## config.mk

```make
export PLATFORM = sky130hd
export DESIGN_NAME = cdbs_ctrl
export DESIGN_NICKNAME = d
export VERILOG_FILES = /design/src/cdbs_pkg.sv /design/src/cdbs_ctrl.sv
export VERILOG_INCLUDE_DIRS = /design/src /design/src/src
export SDC_FILE = /design/constraint.sdc
export NUM_CORES = 1
export LEC_CHECK = 0
export BUFFER_PORTS_ARGS = -buffer_cell sky130_fd_sc_hd__buf_4
export CORE_AREA = 2 2 39 41
export DETAILED_ROUTE_END_ITERATION = 16
export DIE_AREA = 0 0 41 43
export GPL_TIMING_DRIVEN = 0
export PLACE_DENSITY = 0.66
export SETUP_SLACK_MARGIN = 0.15
export SYNTH_ARGS = -nofsm -noshare
export SYNTH_HDL_FRONTEND = slang
export SYNTH_SLANG_ARGS = --single-unit
```

## constraint.sdc

```tcl
create_clock -name clk_i -period 1.7 [get_ports clk_i]
set_clock_uncertainty 0.1 [all_clocks]
set_input_delay 0.34 -clock clk_i [delete_from_list [all_inputs] [get_ports clk_i]]
set_output_delay 0.34 -clock clk_i [all_outputs]
set_load 0.01 [all_outputs]
```

## src/assert_macros.svh

```systemverilog
// Assertion macros shared by the RTL of the cull and depth bucket sorter.
// Every assertion samples on clk_i and is disabled while rst_ni is low.
`ifndef ASSERT_MACROS_SVH
`define ASSERT_MACROS_SVH

// Clocked property check with reset disable.
`define CDBS_ASSERT(lbl, prop, msg) \
  lbl: assert property (@(posedge clk_i) disable iff (!rst_ni) (prop)) else $error(msg);

// Condition that must never be true at a clock edge.
`define CDBS_NEVER(lbl, cond, msg) \
  `CDBS_ASSERT(lbl, !(cond), msg)

`endif

```

## src/cdbs_pkg.sv

```systemverilog
// Shared constants, codes and controller/datapath handshake structs
// for the cull and depth bucket sorter. No dependencies.
package cdbs_pkg;

  localparam int BUCKETS    = 64;
  localparam int BUCKET_CAP = 128;
  localparam int MAX_TRIS   = 1024;

  localparam int BK_W     = $clog2(BUCKETS);
  localparam int SLOT_W   = $clog2(BUCKET_CAP);      // entry address = {bucket, slot}
  localparam int FILL_W   = $clog2(BUCKET_CAP + 1);
  localparam int ID_W     = $clog2(MAX_TRIS);
  localparam int COORD_W  = 12;
  localparam int DEPTH_W  = 16;
  localparam int SHIFT_W  = 4;
  localparam int OP_W     = 2;
  localparam int STATUS_W = 3;
  localparam int PROD_W   = 2 * (COORD_W + 1);
  localparam int ENTRY_AW = BK_W + SLOT_W;

  localparam logic [SHIFT_W-1:0] SHIFT_RESET = 4'd5;

  localparam logic [OP_W-1:0] OP_INSERT = 2'd0;
  localparam logic [OP_W-1:0] OP_CLEAR  = 2'd1;
  localparam logic [OP_W-1:0] OP_POP    = 2'd2;
  localparam logic [OP_W-1:0] OP_NONE   = 2'd3;

  localparam logic [STATUS_W-1:0] ST_STORED  = 3'd0;
  localparam logic [STATUS_W-1:0] ST_CULLED  = 3'd1;
  localparam logic [STATUS_W-1:0] ST_FULL    = 3'd2;
  localparam logic [STATUS_W-1:0] ST_POPPED  = 3'd3;
  localparam logic [STATUS_W-1:0] ST_EMPTY   = 3'd4;
  localparam logic [STATUS_W-1:0] ST_CLEARED = 3'd5;

  // Controller -> datapath commands.
  typedef struct packed {
    logic load;        // capture input word, products and bucket
    logic ins_rd;      // read fill count of insert bucket
    logic ins_fin;     // commit insert, emit stored/full
    logic emit_cull;   // emit culled
    logic emit_clr;    // clear buckets, emit cleared
    logic pop_look;    // read fill count of cursor bucket
    logic pop_dec;     // step cursor down one bucket
    logic ent_rd;      // read entry at cursor
    logic pop_fin;     // emit popped entry, advance slot
    logic emit_empty;  // emit empty
  } cmd_t;

  // Datapath -> controller status.
  typedef struct packed {
    logic [OP_W-1:0] op;
    logic            culled;
    logic            nz_cur;
    logic            pb_zero;
    logic            slot_lt_fill;
    logic            out_free;
  } sts_t;

endpackage

```

## src/cdbs_ctrl.sv

```systemverilog
// Sequencing state machine of the cull and depth bucket sorter.
// Depends on cdbs_pkg and assert_macros.svh.
`include "assert_macros.svh"

module cdbs_ctrl (
  input  logic             clk_i,
  input  logic             rst_ni,
  input  logic             in_valid_i,
  output logic             in_ready_o,
  input  cdbs_pkg::sts_t   sts_i,
  output cdbs_pkg::cmd_t   cmd_o
);

  localparam logic [2:0] S_IDLE     = 3'd0;
  localparam logic [2:0] S_DEC      = 3'd1;
  localparam logic [2:0] S_INS_WR   = 3'd2;
  localparam logic [2:0] S_POP_LOOK = 3'd3;
  localparam logic [2:0] S_POP_CHK  = 3'd4;
  localparam logic [2:0] S_POP_OUT  = 3'd5;

  logic [2:0] state_q, state_d;
  logic [$bits(cdbs_pkg::cmd_t)-1:0] cmd_bits;
  logic emit_any;

  always_comb begin
    cmd_o      = '0;
    state_d    = state_q;
    in_ready_o = 1'b0;
    unique case (state_q)
      S_IDLE: begin
        in_ready_o = 1'b1;
        if (in_valid_i) begin
          cmd_o.load = 1'b1;
          state_d    = S_DEC;
        end
      end
      S_DEC: begin
        unique case (sts_i.op)
          cdbs_pkg::OP_INSERT: begin
            if (sts_i.culled) begin
              if (sts_i.out_free) begin
                cmd_o.emit_cull = 1'b1;
                state_d         = S_IDLE;
              end
            end else begin
              cmd_o.ins_rd = 1'b1;
              state_d      = S_INS_WR;
            end
          end
          cdbs_pkg::OP_CLEAR: begin
            if (sts_i.out_free) begin
              cmd_o.emit_clr = 1'b1;
              state_d        = S_IDLE;
            end
          end
          cdbs_pkg::OP_POP:  state_d = S_POP_LOOK;
          cdbs_pkg::OP_NONE: state_d = S_IDLE;
          default:           state_d = S_IDLE;
        endcase
      end
      S_INS_WR: begin
        if (sts_i.out_free) begin
          cmd_o.ins_fin = 1'b1;
          state_d       = S_IDLE;
        end
      end
      S_POP_LOOK: begin
        // empty buckets are skipped from the valid bits, no read needed
        priority if (sts_i.nz_cur) begin
          cmd_o.pop_look = 1'b1;
          state_d        = S_POP_CHK;
        end else if (!sts_i.pb_zero) begin
          cmd_o.pop_dec = 1'b1;
        end else if (sts_i.out_free) begin
          cmd_o.emit_empty = 1'b1;
          state_d          = S_IDLE;
        end else begin
          // empty result waits for the output register
          state_d = S_POP_LOOK;
        end
      end
      S_POP_CHK: begin
        priority if (sts_i.slot_lt_fill) begin
          cmd_o.ent_rd = 1'b1;
          state_d      = S_POP_OUT;
        end else if (!sts_i.pb_zero) begin
          cmd_o.pop_dec = 1'b1;
          state_d       = S_POP_LOOK;
        end else if (sts_i.out_free) begin
          cmd_o.emit_empty = 1'b1;
          state_d          = S_IDLE;
        end else begin
          state_d = S_POP_CHK;
        end
      end
      S_POP_OUT: begin
        if (sts_i.out_free) begin
          cmd_o.pop_fin = 1'b1;
          state_d       = S_IDLE;
        end
      end
      default: state_d = S_IDLE;
    endcase
  end

  always_ff @(posedge clk_i or negedge rst_ni) begin
    if (!rst_ni) begin
      state_q <= S_IDLE;
    end else begin
      state_q <= state_d;
    end
  end

  assign cmd_bits = cmd_o;
  assign emit_any = cmd_o.emit_cull | cmd_o.emit_clr | cmd_o.ins_fin |
                    cmd_o.pop_fin | cmd_o.emit_empty;

  `CDBS_ASSERT(a_cmd_onehot0, $onehot0(cmd_bits), "more than one command in a cycle")
  `CDBS_NEVER(a_emit_blocked, emit_any && !sts_i.out_free, "result emitted into a full output")
  `CDBS_ASSERT(a_accept_dec, in_valid_i && in_ready_o |=> state_q == S_DEC,
               "accepted word not decoded")

endmodule

```

==> run metrics, run 1 <==
Synth warnings 0; cell leakage power 0.314 nW; data required time at the worst endpoint 1.26 ns; Initial Utilization 0.250; routability cong. 0.762; main flop type after synthesis sky130_fd_sc_hd__dfrtp_1; Filler Cell Count 140; Post-Synthesis Cells 47; Congestion Overflow GR 0; Largest Register state_q; reg2reg setup slack 0.07 ns; area share of the leading cell type in the synthesized netlist 0.217; Clock Tree Root sky130_fd_sc_hd__clkbuf_4; Power Dens Cells 1250 nW/um^2; estimated wirelength of the detail-placed design 759 um; f_max 519 MHz; clock network latency to the later pin of the worst-skew pair 0.23 ns; average cell area after synthesis 7.35 um^2; share of async-settable or async-resettable flops after synthesis 1.00; router iterations before antenna repair 6; minimum clock period 1.93 ns; Die W 41 um; clock tree from TritonCTS done; clk buf depth 2; routed wl met3 65 um; reg-to-reg startpoint state_q[1]; HP Start sts_i[6]; number of top-level pins 21; antenna diode count 0; Starting DRT DRC Count 9; TritonCTS Buffers 3; highest metal layer with signal wires met3; via count 445; vias per inst 4.94; Port Buffer Count 20; violated checks setup timing; Largest register FFs 3; most common cell in the netlist sky130_fd_sc_hd__nor2_1; fin crit share 1.13; Max-Cap Viols 0; nature of the critical path startpoint flop; R2R depth 5; overall die area 1760 um^2; unrepaired setup endpoints after global routing true; number of remaining DRC errors 0; average wire per cell in the routed design 11.5 um; area of the core 1380 um^2; area grow syn2layout 89.9%; category of the worst setup path capture point output pin; routed wl met2 478 um; Worst EP arrival 1.49 ns; first-pass GRT wire length 1.65 mm; CP Max Fanout 4; endpoint of the worst hold-timing path state_q[1]; share of final-layout standard cells stronger than drive strength 1 0.527; clock slew seen by the registers of the worst setup and hold paths 0.04 ns; count of clock tree sinks 3; Worst R2R End state_q[0]; slew at the pin closest to its max-slew limit 0.275 ns; sequential fraction of the synthesis area 0.217; worst hold path type primary input to flop; Max IR drop VDD 0.000506 V; number of instances on the worst hold path 3; flops & latches, synth 3; vertical extent of the die 43 um; Reg area 75.1 um^2; Core Rows 14; library cell occupying the most area in the post-synthesis netlist sky130_fd_sc_hd__dfrtp_1; Post-Route WL 1.03 mm; number of global-route vias before repair 407; Synth cell types 25; top post-synthesis cells by count sky130_fd_sc_hd__nor2_1, sky130_fd_sc_hd__nand2_1, sky130_fd_sc_hd__inv_1, sky130_fd_sc_hd__nor3_1, sky130_fd_sc_hd__dfrtp_1; All-Layer GR Usage 0.134; summed instance area of the synthesized netlist 345 um^2; maximum number of pins on one net before global-route repair 11; status finished with violations; Mapped Nets 57; Final Core Density 0.474; top cells by area in the synthesized netlist sky130_fd_sc_hd__dfrtp_1, sky130_fd_sc_hd__nor2_1, sky130_fd_sc_hd__nor3_1, sky130_fd_sc_hd__nand2_1, sky130_fd_sc_hd__and3b_1; post-layout net count 85; multi-input logic area 297 um^2; Fin. Hold Viols 0; worst hold slack 0.307 ns; Antenna Violating Nets Remaining 0; CTS HTree Levels 1; Setup WS post-layout -0.225 ns; count of pins over their slew limit 0; relative max-transition margin 0.815; Setup-failing EPs final 8; Post-synth EDFFs 0; largest registers state_q x3; antenna violations before repair 0; critical path class flop to output pin; post-route met1 wirelength 489 um
-- critical path: stages, from the launching register on --
cell	delay (ns)
sky130_fd_sc_hd__dfrtp_1	0.37
sky130_fd_sc_hd__buf_6	0.11
sky130_fd_sc_hd__or4b_4	0.52
sky130_fd_sc_hd__nor3_4	0.14
sky130_fd_sc_hd__buf_6	0.12
-- kinds of logic (layout without fill, tap and decap cells) --
group | count (synthesis) | in the layout | synth area share
simple gates | 28 | 28 | 0.471
compound gates | 9 | 9 | 0.214
buf+inv | 7 | 34 | 0.0978
flops | 3 | 3 | 0.217
-- report_power, final --
group | total [mW] | switching, mW | internal, mW
Clock | 0.121 | 0.0329 | 0.0877
Sequential | 0.131 | 0.0311 | 0.0996
Combinational | 0.566 | 0.256 | 0.310
Total | 0.817 | 0.320 | 0.497
-- final cells by class --
class,count,share of cell area
well taps,16,0.0305
repair buffers,23,0.279
flip-flops and latches,3,0.115
plain buffers,3,0.0611
clock buffers,4,0.0401
inverters,4,0.0229
multi-input cells,37,0.452
-- per-stage QoR --
stage / setup WS (ns) / area, um^2 / total power, mW / std cells / setup TNS, ns
floorplan: 0.0370 / 369 / 0.405 / 47 / 0
global placement: -0.0923 / 539 / 0.546 / 83 / -0.138
detailed placement: -0.103 / 539 / 0.546 / 83 / -0.156
CTS: -0.290 / 643 / 0.792 / 89 / -1.34
global route: -0.288 / 656 / 0.879 / 90 / -1.72
finish: -0.225 / 656 / 0.817 / 90 / -1.15
-- cell usage in the layout (no fill, tap or decap), types with 2 or more instances in the layout --
cell type,netlist,routed
sky130_fd_sc_hd__buf_4,0,20
sky130_fd_sc_hd__nor2_1,7,6
sky130_fd_sc_hd__nand2_1,5,5
sky130_fd_sc_hd__inv_1,4,4
sky130_fd_sc_hd__buf_6,1,3
sky130_fd_sc_hd__clkbuf_4,0,3
sky130_fd_sc_hd__dfrtp_1,3,3
sky130_fd_sc_hd__nor3_4,0,2
sky130_fd_sc_hd__nor2b_1,2,2
sky130_fd_sc_hd__and3_1,2,2
sky130_fd_sc_hd__or4b_4,1,2
sky130_fd_sc_hd__nor3_2,0,2
sky130_fd_sc_hd__and3b_1,2,2
-- timing repair --
action                                  CTS  global route
endpoints found under the hold margin     3             0
endpoints found under the setup margin   12            13
setup buffers                             1             1
resized for setup                        13             2
hold buffers                              1             0
pin swaps                                 8             2
-- metal layers --
| metal | up-vias | GRT usage |
|---|---|---|
| met4 | 0 | 0.0400 |
| li1 | 225 | - |
| met3 | 0 | 0.0471 |
| met5 | - | 0 |
| met1 | 204 | 0.179 |
| met2 | 16 | 0.197 |
-- worst max path at each step --
stage / startpoint / end / slack [ns] / cells past startpoint
floorplan: state_q[1] / cmd_o[6] / 0.04 / 3
global placement: sts_i[6] / cmd_o[6] / -0.09 / 4
detailed placement: sts_i[6] / cmd_o[6] / -0.10 / 4
CTS: state_q[1] / cmd_o[6] / -0.29 / 4
global route: state_q[1] / cmd_o[8] / -0.29 / 4
finish: state_q[1] / cmd_o[6] / -0.23 / 4
Power figures use the tool's default switching activity.
==> run 2, diff against run 1 <==
Settings changed: GPL_TIMING_DRIVEN 0 to unset, PLACE_DENSITY 0.66 to 0.63.
==> run 2 against run 1 <==
- the run still ends with setup timing left
- clock power up 7%
- worst setup slack gained 0.031 ns
- register-to-register slack improved by 0.11 ns
- sequential power fell by 9%
- flip-flop and latch count unchanged
- utilization grew 7.6 points
- largest cell class unchanged
- maximum frequency is 1.6% higher
- first-iteration DRC count fell by 78%
==> run metrics, run 2 (synthesis gave the netlist of run 1 again) <==
router iterations before antenna repair 3 (-3); routability cong. 0.719 (-5.6%); Setup WS post-layout -0.195 ns (+0.0306 ns); estimated wirelength of the detail-placed design 766 um (+0.96%); placement-stage worst setup slack -0.0924 ns (+0.0106 ns); number of global-route vias before repair 431 (+5.9%); Final Core Density 0.550 (+0.0760); worst hold path type primary input to asynchronous set/reset pin; most common cell after layout, fill and taps aside sky130_fd_sc_hd__buf_4; via count 485 (+9.0%); cell leakage power 0.359 nW (+14%); share of power burned in combinational logic 0.745 (+0.052); Starting DRT DRC Count 2 (-7); Clock Tree Root sky130_fd_sc_hd__clkbuf_4; unrepaired setup endpoints after global routing true; reg2reg setup slack 0.18 ns (+0.11 ns); Congestion Overflow GR 0 (unchanged); clock tree from TritonCTS done; sequential group share of total power 0.122 (-0.038); Largest Register state_q; critical path class flop to output pin; clock slew seen by the registers of the worst setup and hold paths 0.04 ns (about the same); Clock power frac 0.133 (-0.015); All-Layer GR Usage 0.138 (+0.00375); Worst R2R End state_q[0]; TritonCTS Buffers 3 (unchanged); Post-Route WL 1.20 mm (+17%); violated checks setup timing; Core Rows 14 (unchanged); Antenna Violating Nets Remaining 0 (unchanged); Fin. Hold Viols 0 (unchanged); ordered cell list for the critical path or4b_4 -> nor3_4 -> buf_6; fraction of power spent switching nets 0.379 (-0.0125); reg-to-reg startpoint state_q[2]; area grow syn2layout 120%; relative max-transition margin 0.781 (-0.0342); share of final-layout standard cells stronger than drive strength 1 0.634 (+0.107); count of pins over their slew limit 0 (unchanged); vertical extent of the die 43 um (unchanged); first-pass GRT wire length 1.66 mm (+0.79%); Worst EP arrival 1.45 ns (-0.04 ns); highest-count cells in the layout ignoring fill and taps sky130_fd_sc_hd__buf_4, sky130_fd_sc_hd__buf_6, sky130_fd_sc_hd__nand2_1, sky130_fd_sc_hd__nor2_1; Power Dens Cells 1280 nW/um^2 (+2.7%); cell area after placement 549 um^2 (+1.9%); number of remaining DRC errors 0 (unchanged); Max-Cap Viols 0 (unchanged); post-layout net count 93 (+9.4%); maximum number of pins on one net before global-route repair 14 (+3); Setup-failing EPs final 9 (+1); worst hold slack 0.318 ns (+0.0111 ns); Initial Utilization 0.250 (unchanged); antenna diode count 0 (unchanged); Internal Pwr Total 0.605 mW (+22%); CTS HTree Levels 1 (unchanged); placed cells 84 (+1.2%); vias per inst 4.95 (about the same); data required time at the worst endpoint 1.26 ns (about the same); count of clock tree sinks 3 (unchanged); setup total negative slack -1.13 ns (+0.0264 ns); Largest register FFs 3 (unchanged); clock network latency to the later pin of the worst-skew pair 0.24 ns (about the same); minimum clock period 1.89 ns (-0.0306 ns); Max IR drop VDD 0.000669 V (+32%); max incr delay on CP 0.57 ns (+0.05 ns); category of the worst setup path capture point output pin; overall die area 1760 um^2 (unchanged); f_max 528 MHz (+1.6%); area of the core 1380 um^2 (unchanged); antenna violations before repair 0 (unchanged); slew at the pin closest to its max-slew limit 0.326 ns (+0.0508 ns); clk buf depth 2 (unchanged); status finished with violations; post-layout total power 0.974 mW (+19%); CP Max Fanout 4 (unchanged); Die W 41 um (unchanged); post-route cell area 761 um^2 (+16%); fin crit share 1.11 (-0.0180); nature of the critical path startpoint flop; net load switching power 0.369 mW (+15%); largest registers state_q x3; number of top-level pins 21 (unchanged); final std cells w/o fill 98 (+8.9%); cell with the biggest individual delay on the critical path sky130_fd_sc_hd__or4b_4; R2R depth 3 (-2); Port Buffer Count 20 (unchanged); average wire per cell in the routed design 12.3 um (+7.0%)
[run 2: how the worst max path moves through the flow]
stage               startpoint       end  slack (ns)  cells past startpoint
finish              state_q[2]  cmd_o[6]       -0.19                      3
global route        state_q[2]  cmd_o[8]       -0.24                      3
CTS                 state_q[2]  cmd_o[8]       -0.19                      3
detailed placement    sts_i[6]  cmd_o[6]       -0.09                      4
global placement      sts_i[6]  cmd_o[6]       -0.08                      4
floorplan           state_q[1]  cmd_o[6]        0.04                      3
[run 2: area by class of cell]
type	instances	area, um^2
Tap cell	16	20.0
Timing Repair Buffer	34	307
Clock buffer	4	26.3
Inverter	4	15.0
Multi-Input combinational cell	37	318
Sequential cell	3	75.1
Fill cell	127	623
[run 2: per-layer routing]
layer,GRT usage,part of all wire,up-vias
li1,-,-,241
met1,0.155,0.40,225
met2,0.222,0.54,17
met3,0.0209,0.049,2
met4,0.0933,0.010,0
met5,0,0,-
[run 2: repair_timing]
action	in CTS	in global routing
setup buffers	3	6
pin swaps	6	8
hold buffers	1	0
setup endpoints to repair	11	13
hold endpoints to repair	3	0
resized for setup	11	16
[run 2: power groups by stage]
| stage | sequential, mW | clock, mW | combinational (mW) |
|---|---|---|---|
| 2_1_floorplan | 0.117 | 0 | 0.288 |
| 3_3_place_gp | 0.113 | 0 | 0.446 |
| 3_5_place_dp | 0.113 | 0 | 0.449 |
| 4_1_cts | 0.116 | 0.123 | 0.566 |
| 5_1_grt | 0.121 | 0.138 | 0.784 |
| 6_report | 0.119 | 0.129 | 0.725 |
[run 2: worst max-delay path: cells and delay by family, from the launching register on]
kind,cells,cell delay (ns)
buf+inv,1,0.12
simple gates,2,0.71
flops,1,0.39
